### config.mk
export PLATFORM = sky130hd
export DESIGN_NAME = name_keyed_directory_table
export DESIGN_NICKNAME = d
export VERILOG_FILES = /design/src/design/nkdt_pkg.sv /design/src/design/name_keyed_directory_table.sv /design/src/design/nkdt_ram.sv
export SDC_FILE = /design/constraint.sdc
export NUM_CORES = 2
export LEC_CHECK = 0
export ABC_CLOCK_PERIOD_IN_PS = 7700
export BUFFER_PORTS_ARGS = -buffer_cell sky130_fd_sc_hd__buf_2
export CAP_MARGIN = 15
export CORE_MARGIN = 8
export CORE_UTILIZATION = 55
export DETAILED_ROUTE_END_ITERATION = 7
export PLACE_DENSITY = 0.77
export RECOVER_POWER = 25
export SLEW_MARGIN = 20
export SYNTH_ARGS = -nofsm -noshare
export SYNTH_HDL_FRONTEND = slang
export SYNTH_HIERARCHICAL = 1
export SYNTH_SLANG_ARGS = --single-unit
export TNS_END_PERCENT = 20
### constraint.sdc
create_clock -name clk -period 7.7 [get_ports clk]
set_input_delay 0 -clock clk [delete_from_list [all_inputs] [get_ports clk]]
set_output_delay 0 -clock clk [all_outputs]
set_load 0.005 [all_outputs]
### src/design/nkdt_pkg.sv
// Package for the name-keyed directory table: request and status codes,
// the stored entry layout and the name normalizing function.
// Depends on nothing; used by the table, the checker and the bench top.
package nkdt_pkg;

  typedef enum logic [2:0] {
    FN_FIND     = 3'd0,
    FN_ADD_FILE = 3'd1,
    FN_ADD_DIR  = 3'd2,
    FN_REMOVE   = 3'd3,
    FN_IS_DIR   = 3'd4
  } func_t;

  typedef enum logic [1:0] {
    ST_OK        = 2'd0,
    ST_NOT_FOUND = 2'd1,
    ST_PRESENT   = 2'd2,
    ST_FULL      = 2'd3
  } status_t;

  typedef enum logic [1:0] {
    S_IDLE = 2'd0,
    S_SCAN = 2'd1,
    S_DONE = 2'd2
  } state_t;

  localparam int NAME_W   = 64;
  localparam int SECTOR_W = 16;
  localparam int INDEX_W  = 4;

  typedef struct packed {
    logic [NAME_W-1:0]   name;
    logic [SECTOR_W-1:0] sector;
    logic                dir;
  } entry_t;

  // Keeps the first nchars bytes up to the first zero byte; the rest reads as zero.
  function automatic logic [NAME_W-1:0] norm_name(input logic [NAME_W-1:0] raw,
                                                  input int nchars);
    logic [NAME_W-1:0] res;
    logic              stop;
    int                k;
    res  = '0;
    stop = 1'b0;
    for (k = 0; k < NAME_W / 8; k++) begin
      if ((k >= nchars) || (raw[8*k +: 8] == 8'h00)) begin
        stop = 1'b1;
      end
      if (!stop) begin
        res[8*k +: 8] = raw[8*k +: 8];
      end
    end
    return res;
  endfunction

endpackage

### src/design/name_keyed_directory_table.sv
// Name-keyed directory table: sequencer, valid marks and one shared name comparator
// that scans the entry RAM one entry per cycle. Depends on nkdt_pkg and nkdt_ram.
// The scan of the entry RAM ends early when a match is found, and the result strobe is
// registered from the S_DONE state. A new item is taken in the cycle the result is shown.
// The receiver cannot stall. Reset clears all valid marks at once.
module name_keyed_directory_table #(
  parameter int DIR_ENTRIES = 16,
  parameter int NAME_CHARS  = 8
) (
  input  logic        clk,
  input  logic        rst_n,
  input  logic        start,
  output logic        busy,
  input  logic [2:0]  in_func,
  input  logic [63:0] in_name,
  input  logic [15:0] in_sector,
  output logic        out_valid,
  output logic [1:0]  out_status,
  output logic [15:0] out_found_sector,
  output logic [3:0]  out_entry_index,
  output logic        out_is_dir
);

  localparam int IW = $clog2(DIR_ENTRIES);
  localparam int EW = $bits(nkdt_pkg::entry_t);
  localparam logic [IW-1:0] LAST_IDX = IW'(DIR_ENTRIES - 1);

  nkdt_pkg::state_t  state_r, state_nxt;
  nkdt_pkg::func_t   func_r;
  logic [63:0]       key_r;
  logic [15:0]       sector_r;

  logic [DIR_ENTRIES-1:0] valid_r, valid_nxt;

  logic          issue_r, issue_nxt;
  logic [IW-1:0] issue_idx_r, issue_idx_nxt;
  logic          cmp_vld_r, cmp_vld_nxt;
  logic [IW-1:0] cmp_idx_r;

  logic          hit_r, hit_nxt;
  logic [IW-1:0] hit_idx_r, hit_idx_nxt;
  logic [15:0]   hit_sec_r, hit_sec_nxt;
  logic          hit_dir_r, hit_dir_nxt;
  logic          free_r, free_nxt;
  logic [IW-1:0] free_idx_r, free_idx_nxt;

  logic                out_valid_r, out_valid_nxt;
  nkdt_pkg::status_t   status_nxt, status_r;
  logic [15:0]         fsec_nxt, fsec_r;
  logic [3:0]          oidx_nxt, oidx_r;
  logic                odir_nxt, odir_r;

  logic                wr_en;
  nkdt_pkg::entry_t    wr_entry;
  logic [EW-1:0]       rd_bits;
  nkdt_pkg::entry_t    rd_entry;
  logic                name_eq;
  logic [IW+3:0]       hit_idx_ext;
  logic [IW+3:0]       free_idx_ext;

  nkdt_ram #(
    .W(EW),
    .D(DIR_ENTRIES)
  ) u_entry_ram (
    .clk     (clk),
    .wr_en   (wr_en),
    .wr_addr (free_idx_r),
    .wr_data (wr_entry),
    .rd_en   (issue_r),
    .rd_addr (issue_idx_r),
    .rd_data (rd_bits)
  );

  assign rd_entry     = nkdt_pkg::entry_t'(rd_bits);
  assign name_eq      = valid_r[cmp_idx_r] && (rd_entry.name == key_r);
  assign hit_idx_ext  = {4'b0000, hit_idx_r};
  assign free_idx_ext = {4'b0000, free_idx_r};

  assign wr_entry.name   = key_r;
  assign wr_entry.sector = sector_r;
  assign wr_entry.dir    = (func_r == nkdt_pkg::FN_ADD_DIR);

  always_ff @(posedge clk) begin
    if (!rst_n) begin
      state_r     <= nkdt_pkg::S_IDLE;
      valid_r     <= '0;
      issue_r     <= 1'b0;
      cmp_vld_r   <= 1'b0;
      hit_r       <= 1'b0;
      free_r      <= 1'b0;
      out_valid_r <= 1'b0;
    end else begin
      state_r     <= state_nxt;
      valid_r     <= valid_nxt;
      issue_r     <= issue_nxt;
      cmp_vld_r   <= cmp_vld_nxt;
      hit_r       <= hit_nxt;
      free_r      <= free_nxt;
      out_valid_r <= out_valid_nxt;
    end
  end

  always_ff @(posedge clk) begin
    if ((state_r == nkdt_pkg::S_IDLE) && start) begin
      func_r   <= nkdt_pkg::func_t'(in_func);
      key_r    <= nkdt_pkg::norm_name(in_name, NAME_CHARS);
      sector_r <= in_sector;
    end
    issue_idx_r <= issue_idx_nxt;
    cmp_idx_r   <= issue_idx_r;
    hit_idx_r   <= hit_idx_nxt;
    hit_sec_r   <= hit_sec_nxt;
    hit_dir_r   <= hit_dir_nxt;
    free_idx_r  <= free_idx_nxt;
    status_r    <= status_nxt;
    fsec_r      <= fsec_nxt;
    oidx_r      <= oidx_nxt;
    odir_r      <= odir_nxt;
  end

  always_comb begin
    state_nxt     = state_r;
    valid_nxt     = valid_r;
    issue_nxt     = issue_r;
    issue_idx_nxt = issue_idx_r;
    cmp_vld_nxt   = 1'b0;
    hit_nxt       = hit_r;
    hit_idx_nxt   = hit_idx_r;
    hit_sec_nxt   = hit_sec_r;
    hit_dir_nxt   = hit_dir_r;
    free_nxt      = free_r;
    free_idx_nxt  = free_idx_r;
    out_valid_nxt = 1'b0;
    status_nxt    = status_r;
    fsec_nxt      = fsec_r;
    oidx_nxt      = oidx_r;
    odir_nxt      = odir_r;
    wr_en         = 1'b0;

    case (state_r)
      nkdt_pkg::S_IDLE: begin
        if (start) begin
          state_nxt     = nkdt_pkg::S_SCAN;
          issue_nxt     = 1'b1;
          issue_idx_nxt = '0;
          hit_nxt       = 1'b0;
          free_nxt      = 1'b0;
        end
      end
      nkdt_pkg::S_SCAN: begin
        if (issue_r) begin
          cmp_vld_nxt   = 1'b1;
          issue_idx_nxt = issue_idx_r + 1'b1;
          if (issue_idx_r == LAST_IDX) begin
            issue_nxt = 1'b0;
          end
        end
        if (cmp_vld_r) begin
          if (name_eq) begin
            hit_nxt     = 1'b1;
            hit_idx_nxt = cmp_idx_r;
            hit_sec_nxt = rd_entry.sector;
            hit_dir_nxt = rd_entry.dir;
            issue_nxt   = 1'b0;
            cmp_vld_nxt = 1'b0;
            state_nxt   = nkdt_pkg::S_DONE;
          end else begin
            if (!valid_r[cmp_idx_r] && !free_r) begin
              free_nxt     = 1'b1;
              free_idx_nxt = cmp_idx_r;
            end
            if (cmp_idx_r == LAST_IDX) begin
              state_nxt = nkdt_pkg::S_DONE;
            end
          end
        end
      end
      nkdt_pkg::S_DONE: begin
        state_nxt     = nkdt_pkg::S_IDLE;
        out_valid_nxt = 1'b1;
        status_nxt    = nkdt_pkg::ST_NOT_FOUND;
        fsec_nxt      = '0;
        oidx_nxt      = '0;
        odir_nxt      = 1'b0;
        case (func_r)
          nkdt_pkg::FN_FIND, nkdt_pkg::FN_REMOVE, nkdt_pkg::FN_IS_DIR: begin
            if (hit_r) begin
              status_nxt = nkdt_pkg::ST_OK;
              oidx_nxt   = hit_idx_ext[3:0];
              odir_nxt   = hit_dir_r;
              if (func_r == nkdt_pkg::FN_FIND) begin
                fsec_nxt = hit_sec_r;
              end
              if (func_r == nkdt_pkg::FN_REMOVE) begin
                valid_nxt[hit_idx_r] = 1'b0;
              end
            end
          end
          nkdt_pkg::FN_ADD_FILE, nkdt_pkg::FN_ADD_DIR: begin
            if (hit_r) begin
              status_nxt = nkdt_pkg::ST_PRESENT;
            end else if (free_r) begin
              wr_en                 = 1'b1;
              valid_nxt[free_idx_r] = 1'b1;
              status_nxt            = nkdt_pkg::ST_OK;
              oidx_nxt              = free_idx_ext[3:0];
              odir_nxt              = wr_entry.dir;
            end else begin
              status_nxt = nkdt_pkg::ST_FULL;
            end
          end
          default: begin
            status_nxt = nkdt_pkg::ST_NOT_FOUND;
          end
        endcase
      end
      default: begin
        state_nxt = nkdt_pkg::S_IDLE;
      end
    endcase
  end

  assign busy             = (state_r != nkdt_pkg::S_IDLE);
  assign out_valid        = out_valid_r;
  assign out_status       = status_r;
  assign out_found_sector = fsec_r;
  assign out_entry_index  = oidx_r;
  assign out_is_dir       = odir_r;

  a_strobe_after_done: assert property (@(posedge clk) disable iff (!rst_n)
    out_valid |-> $past(state_r == nkdt_pkg::S_DONE))
    else $error("Result strobe without a finished scan.");

  a_busy_after_start: assert property (@(posedge clk) disable iff (!rst_n)
    (start && !busy) |=> busy)
    else $error("Accepted item did not make the block busy.");

  a_full_means_all_valid: assert property (@(posedge clk) disable iff (!rst_n)
    (out_valid && (out_status == nkdt_pkg::ST_FULL)) |-> (&valid_r))
    else $error("Table full reported with a free entry.");

  a_write_only_fresh: assert property (@(posedge clk) disable iff (!rst_n)
    wr_en |-> (!hit_r && free_r && !valid_r[free_idx_r]))
    else $error("Entry write over a duplicate or a used entry.");

endmodule

### src/design/nkdt_ram.sv
// Generic simple dual-port RAM with one write port and one registered read port.
// Depends on nothing.
module nkdt_ram #(
  parameter int W = 8,
  parameter int D = 16,
  localparam int AW = (D > 1) ? $clog2(D) : 1
) (
  input  logic          clk,
  input  logic          wr_en,
  input  logic [AW-1:0] wr_addr,
  input  logic [W-1:0]  wr_data,
  input  logic          rd_en,
  input  logic [AW-1:0] rd_addr,
  output logic [W-1:0]  rd_data
);

  logic [W-1:0] mem [D];
  logic [W-1:0] rd_data_r;

  always_ff @(posedge clk) begin
    if (wr_en) begin
      mem[wr_addr] <= wr_data;
    end
    if (rd_en) begin
      rd_data_r <= mem[rd_addr];
    end
  end

  assign rd_data = rd_data_r;

endmodule

# --- Yosys cells after proc, flatten, opt, wreduce, memory -nomap -nowiden ---
# Memory sizes are Yosys's and may differ from the RTL's. A register that Yosys moved wholly into a read port is not among the register bits.
# Cells that the tools add are included.
totals:
  output_inout_bits: 25
  elab_cells: 161
  reg_bits: 162
  mem_count: 1
  mem_bits_rw: 1296
op_classes:
  n_eq_ne: 20
  bitwise: 4
  n_reduce_logical: 32
  n_lt_le_gt_ge: 5
  mux: 71
  add_sub_neg: 1
mem_list:
  columns: ["memory", "words", "word_bits", "read_ports", "rd_clocked_by_memory_dff", "write_ports", "line_no", "source"]
  rows:
  - ["u_entry_ram.mem", 16, 81, 1, 1, 1, "nkdt_ram.sv:17", "logic [W-1:0] mem [D];"]
ops:
  columns: ["operator", "count"]
  rows:
  - ["64-bit == test", 1]
  - ["8-bit zero test", 8]
  - ["16-bit two-way mux", 4]
  - ["1-bit two-way mux", 44]
  - ["16-bit one-hot mux with 2 select lines", 1]
  - ["4-bit two-way mux", 5]
  - ["2-bit != test (second input constant)", 10]
  - ["16-bit AND", 1]
  - ["16-bit inverter", 1]
  - ["16-bit bitwise OR", 1]
  - ["4-bit one-hot mux with 2 select lines", 2]
  - ["4-bit by 5-bit < comparator with 1-bit output (second input constant)", 3]
  - ["2-bit two-way mux", 6]
  - ["3-bit AND reduction", 4]
  - ["1-bit demux with 4-bit select", 2]
  - ["4-bit == test (second input constant)", 2]
  - ["4-bit by 1-bit greater-or-equal comparator with 1-bit output (second input constant)", 2]
  - ["1-bit one-hot mux with 2 select lines", 4]
  - ["2-bit one-hot mux with 2 select lines", 2]
  - ["4-bit AND reduction", 2]
  - ["3-bit by 2-bit == test with 1-bit output (second input constant)", 2]
  - ["6-bit AND reduction", 1]
  - ["2-bit nonzero test", 3]
  - ["1-bit logical AND", 5]
  - ["other kinds (15)", 17]

# --- Depth between registers and ports, before layout ---
logic_depth:
  ltp_word: 17
  ltp_mapped: 9
  mapped_depth_nobuf: 6

# --- Hierarchy ---
# Netlist, hierarchy kept.
modules_own_cells:
  columns: ["module", "n_inst", "cells_each", "area_per_inst_um2", "seq_area_each_um2"]
  rows:
  - ["nkdt_ram", 1, 2078, 50831.3, 41349.7]
  - ["name_keyed_directory_table", 1, 500, 7000.5, 4594.4]

# --- Worst setup path after synthesis ---
# Ideal clock, no wire load.
synth_path:
  path_type: "reg2reg"
  from: "register state_r[1]"
  to: "memory u_entry_ram/mem[0][0] (netlist name) (enable)"
  path_stages_with_launch: 6
  synth_period_minus_slack_ns: 8.123
  arrival_time_ns: 7.503
  setup_time_ns: 0.620
  path_slack_ns: -0.423
  path_cell_list: "dfxtp_1 -> inv_1 -> nor2_2 -> and3_1 -> or3b_1 -> nor3_1"
synth_via:
  elab_chain_cells: 4
synth_rtl:
  columns: ["element", "line_no", "source"]
  rows:
  - ["start, declared", "name_keyed_directory_table.sv:28", "nkdt_pkg::state_t state_r, state_nxt;"]
  - ["start signal, assigned", "name_keyed_directory_table.sv:85", "state_r <= nkdt_pkg::S_IDLE;"]
  - ["start signal, assigned", "name_keyed_directory_table.sv:93", "state_r <= state_nxt;"]
  - ["2-bit == test", "name_keyed_directory_table.sv:140", "case (state_r)"]
  - ["1-bit two-way mux", "name_keyed_directory_table.sv:140", null]
  - ["named net wr_en", "name_keyed_directory_table.sv:53", "logic wr_en;"]
  - ["1-bit two-way mux", "nkdt_ram.sv:21", "if (wr_en) begin"]
  - ["1-bit two-way mux (implied by the code)", "nkdt_ram.sv:22", "mem[wr_addr] <= wr_data;"]
  - ["end, declared", "nkdt_ram.sv:17", null]
# The timed path passes the listed nets, and every way through them passes these cells.

# --- Worst setup path in the final report ---
layout_path:
  from: "register state_r[1]"
  to: "memory u_entry_ram/mem[5][39] (netlist name) (enable)"
# The elaborated chain is that of the path after synthesis.

==> results.txt <==
Place WS - 3.49 ns
Pre-antenna DRT Iters - 5
antenna violations before repair - 0
Synth Warn # - 6
power consumption - 18.9 mW
vias per inst - 6.34
largest net degree at the start of global routing - 156
first-pass GRT wire length - 193 mm
status - complete, but fails checks
CP max stage delay - 1.00 ns
Worst Setup End Kind - flop
commonest cells in the synthesized netlist - edfxtp_1 (1512), mux4_2 (327), a22oi_1 (162)
largest cells by area after synthesis - edfxtp_1 (79%), mux4_2 (13%), a22oi_1 (2.1%), xor2_1 (0.98%), dfxtp_1 (0.93%)
grt total ovfl - 0
Detail Route Antenna Nets - 0
worst slew pin tran - 2.55 ns
Die Area - 116000 um^2
via count - 27913
IO buf count - 110
fin. max-slew vios - 34
crit share post-route - 56.2%
Post-CTS Resized - 0
FP Rows - 119
RSZ-0062 raised after global routing - no
post-DR wirelength/cell - 29.6 um
Synth Area per Inst - 22.4 um^2
Detailed Route Iter0 Violations - 3340
clock latency on the worst-skew pair - 0.76 ns
Total GRT Usage - 22.4%
Crit path arrival time - 4.68 ns
critical path buffer and inverter count - 3
Hold WC Path Type - primary input to flop
CP Max Fanout - 59
Clk Tree Root Cell - clkbuf_16
skew final - 0.0316 ns
final worst slack - 3.37 ns
Final setup violation count - 0
Critical Path RT - 8.06 ns
CP max stage cell - buf_4
Crit Path Category - flop to flop
Max clock buf depth - 3
Async SR Flop Fraction - 0%
GP Congestion - 0.803
hpwl dp - 66.3 mm
# IOs - 111
CTS tree - yes
TNS Setup - 0 ns
final hold violation count - 0
total clock sinks - 1539
Max-Slew Margin vs Limit - -70.0%
Mapped Cells - 2578
Synth area leader - edfxtp_1
VDD IR max - 0.000200 V
DRC Markers - 0
Area growth syn-to-layout - 14.4%
Initial Util - 55.2%
final wirelength - 130 mm
Max Cap Viol - 1
CP delay by family, top - simple AND/OR/NAND/NOR gates
htree depth - 4
vias in the first global route - 29562
share of layout cells above drive strength 1 - 24.3%
static leakage - 21.0 nW
Critical Path Source Type - flop
Post-Syn Area - 57800 um^2
Post-synth EDFFs - 1512
share of the yosys chip area belonging to registers - 79.4%
Die Ht - 340 um
synth unique cells - 60
fmax - 231 MHz
Post-Syn Nets - 2665
Core Box Area - 105000 um^2
cell with the most instances after synthesis - edfxtp_1
pwr/cell area - 286 nW/um^2
minimum clock period - 4.33 ns
post-synthesis sequential element count - 1539
fill count - 6655
die width - 340 um
failing checks - max-capacitance violations, max-slew violations
post-synth top area share - 78.5%
nets@finish - 2976
Post-synth top flop - edfxtp_1
Reg clk slew, reported paths - 0.06 ns
CP Cell Sequence - inv_1, nor2_4, buf_4, and3_1, nand3b_1, nor2_4, buf_4
Num CTS Buffers - 150
Min Hold Slack - 0.0815 ns
## sequential cells by signal, summed over array words and instances (netlist names), 16 cells and up
| name | count |
|---|---|
| hit_sec_r | 16 |
| key_r | 64 |
| out_found_sector | 16 |
| sector_r | 16 |
| u_entry_ram/mem | 1296 |
| u_entry_ram/rd_data | 81 |
| valid_r | 16 |
## area by class of cell
type                    count  area [um^2]  share of cell area [%]
multi-input cells         909        11400                    17.2
clock buffers             182         3980                    6.01
diodes                      2         5.00                 0.00756
well taps                1391         1740                    2.63
inverters                   5         18.8                  0.0284
repair buffers            284         2210                    3.34
flip-flops and latches   1539        45900                    69.4
clock inverters            91          868                    1.31
## logic make-up (layout without fill, tap and decap cells)
group / after synthesis / in the layout / synth area share (%)
AO/OA/AOI/OAI: 212 / 212 / 2.78
XOR/XNOR: 67 / 67 / 1.01
adder cells (fa/ha/maj): 1 / 1 / 0.0216
buffers and inverters: 130 / 562 / 1.11
flip-flops: 1539 / 1539 / 79.4
multiplexers: 331 / 331 / 12.8
other: 0 / 2 / 0
AND/OR/NAND/NOR: 298 / 298 / 2.80
## power by group
part / internal (mW) / leakage [nW] / switching [mW] / total [mW]
combinational: 0.884 / 4.80 / 1.08 / 1.96
sequential: 9.50 / 13.9 / 0.249 / 9.75
clock: 4.11 / 2.36 / 3.11 / 7.22
total: 14.5 / 21.0 / 4.44 / 18.9
## what timing repair did
item	CTS	global route
buffers inserted	0	0
hold endpoints to repair	110	0
hold buffers	121	0
## layer usage
| metal | track usage, % | share of wire (%) |
|---|---|---|
| met1 | 29.3 | 37 |
| met2 | 37.6 | 51 |
| met4 | 7.20 | 3.0 |
| met5 | 0 | 0 |
| met3 | 4.89 | 9.1 |
## path summary, 6_finish.rpt
path,start,endpoint,slack (ns),depth (start not counted)
worst max-delay path,state_r[1],u_entry_ram/mem[5][39],3.37,7
worst min-delay path,in_name[43],key_r[43],0.08,3
worst max register to register,state_r[1],u_entry_ram/mem[5][39],3.37,7
worst min register to register,u_entry_ram/rd_data[0],hit_dir_r,0.42,0
## cells in the final DEF, fill, tap and decap left out, types with 4 or more instances in the layout
cell type      synthesis  layout
nand4_1                4       4
clkbuf_1              55      43
dlygate4sd3_1          0     121
buf_4                 22      38
and2_1                56      55
a22oi_1              162     162
o21ai_0                4       4
buf_2                 26     101
nand2_1              101     101
xor2_1                65      65
o31ai_1                4       4
inv_16                 0       5
clkinv_1               0      41
a22o_1                 5       5
a21boi_0               5       5
inv_1                  5       5
buf_12                 0       7
dfxtp_1               27      26
nor4_1                30      30
nor2_1                33      18
bufinv_16              0      12
o21ai_1                6       6
clkinv_2               0      23
and2_4                10      11
o41ai_1                5       5
nor2_4                 1      16
mux4_2               327     327
clkbuf_16              0     155
nand2b_1               8       8
edfxtp_1            1512    1512
and3_1                14      14
nand3_1                8       8
o211ai_1               4       4
a21oi_1                4       4
## metrics by stage
stage	utilization (%)	area, um^2	instances
3_5_place_dp	57.4	60100	4007
5_1_grt	63.1	66200	4401
3_3_place_gp	57.4	60100	4007
6_report	63.1	66200	4403
4_1_cts	63.2	66200	4401
2_1_floorplan	-	57800	2578
## worst register-to-register path, stage by stage (launching register included)
cell      delay (ns)
dfxtp_1         0.44
inv_1           0.18
nor2_4          0.12
buf_4           0.44
and3_1          0.41
nand3b_1        0.34
nor2_4          0.93
buf_4           1.00
Power figures use the tool's default switching activity.
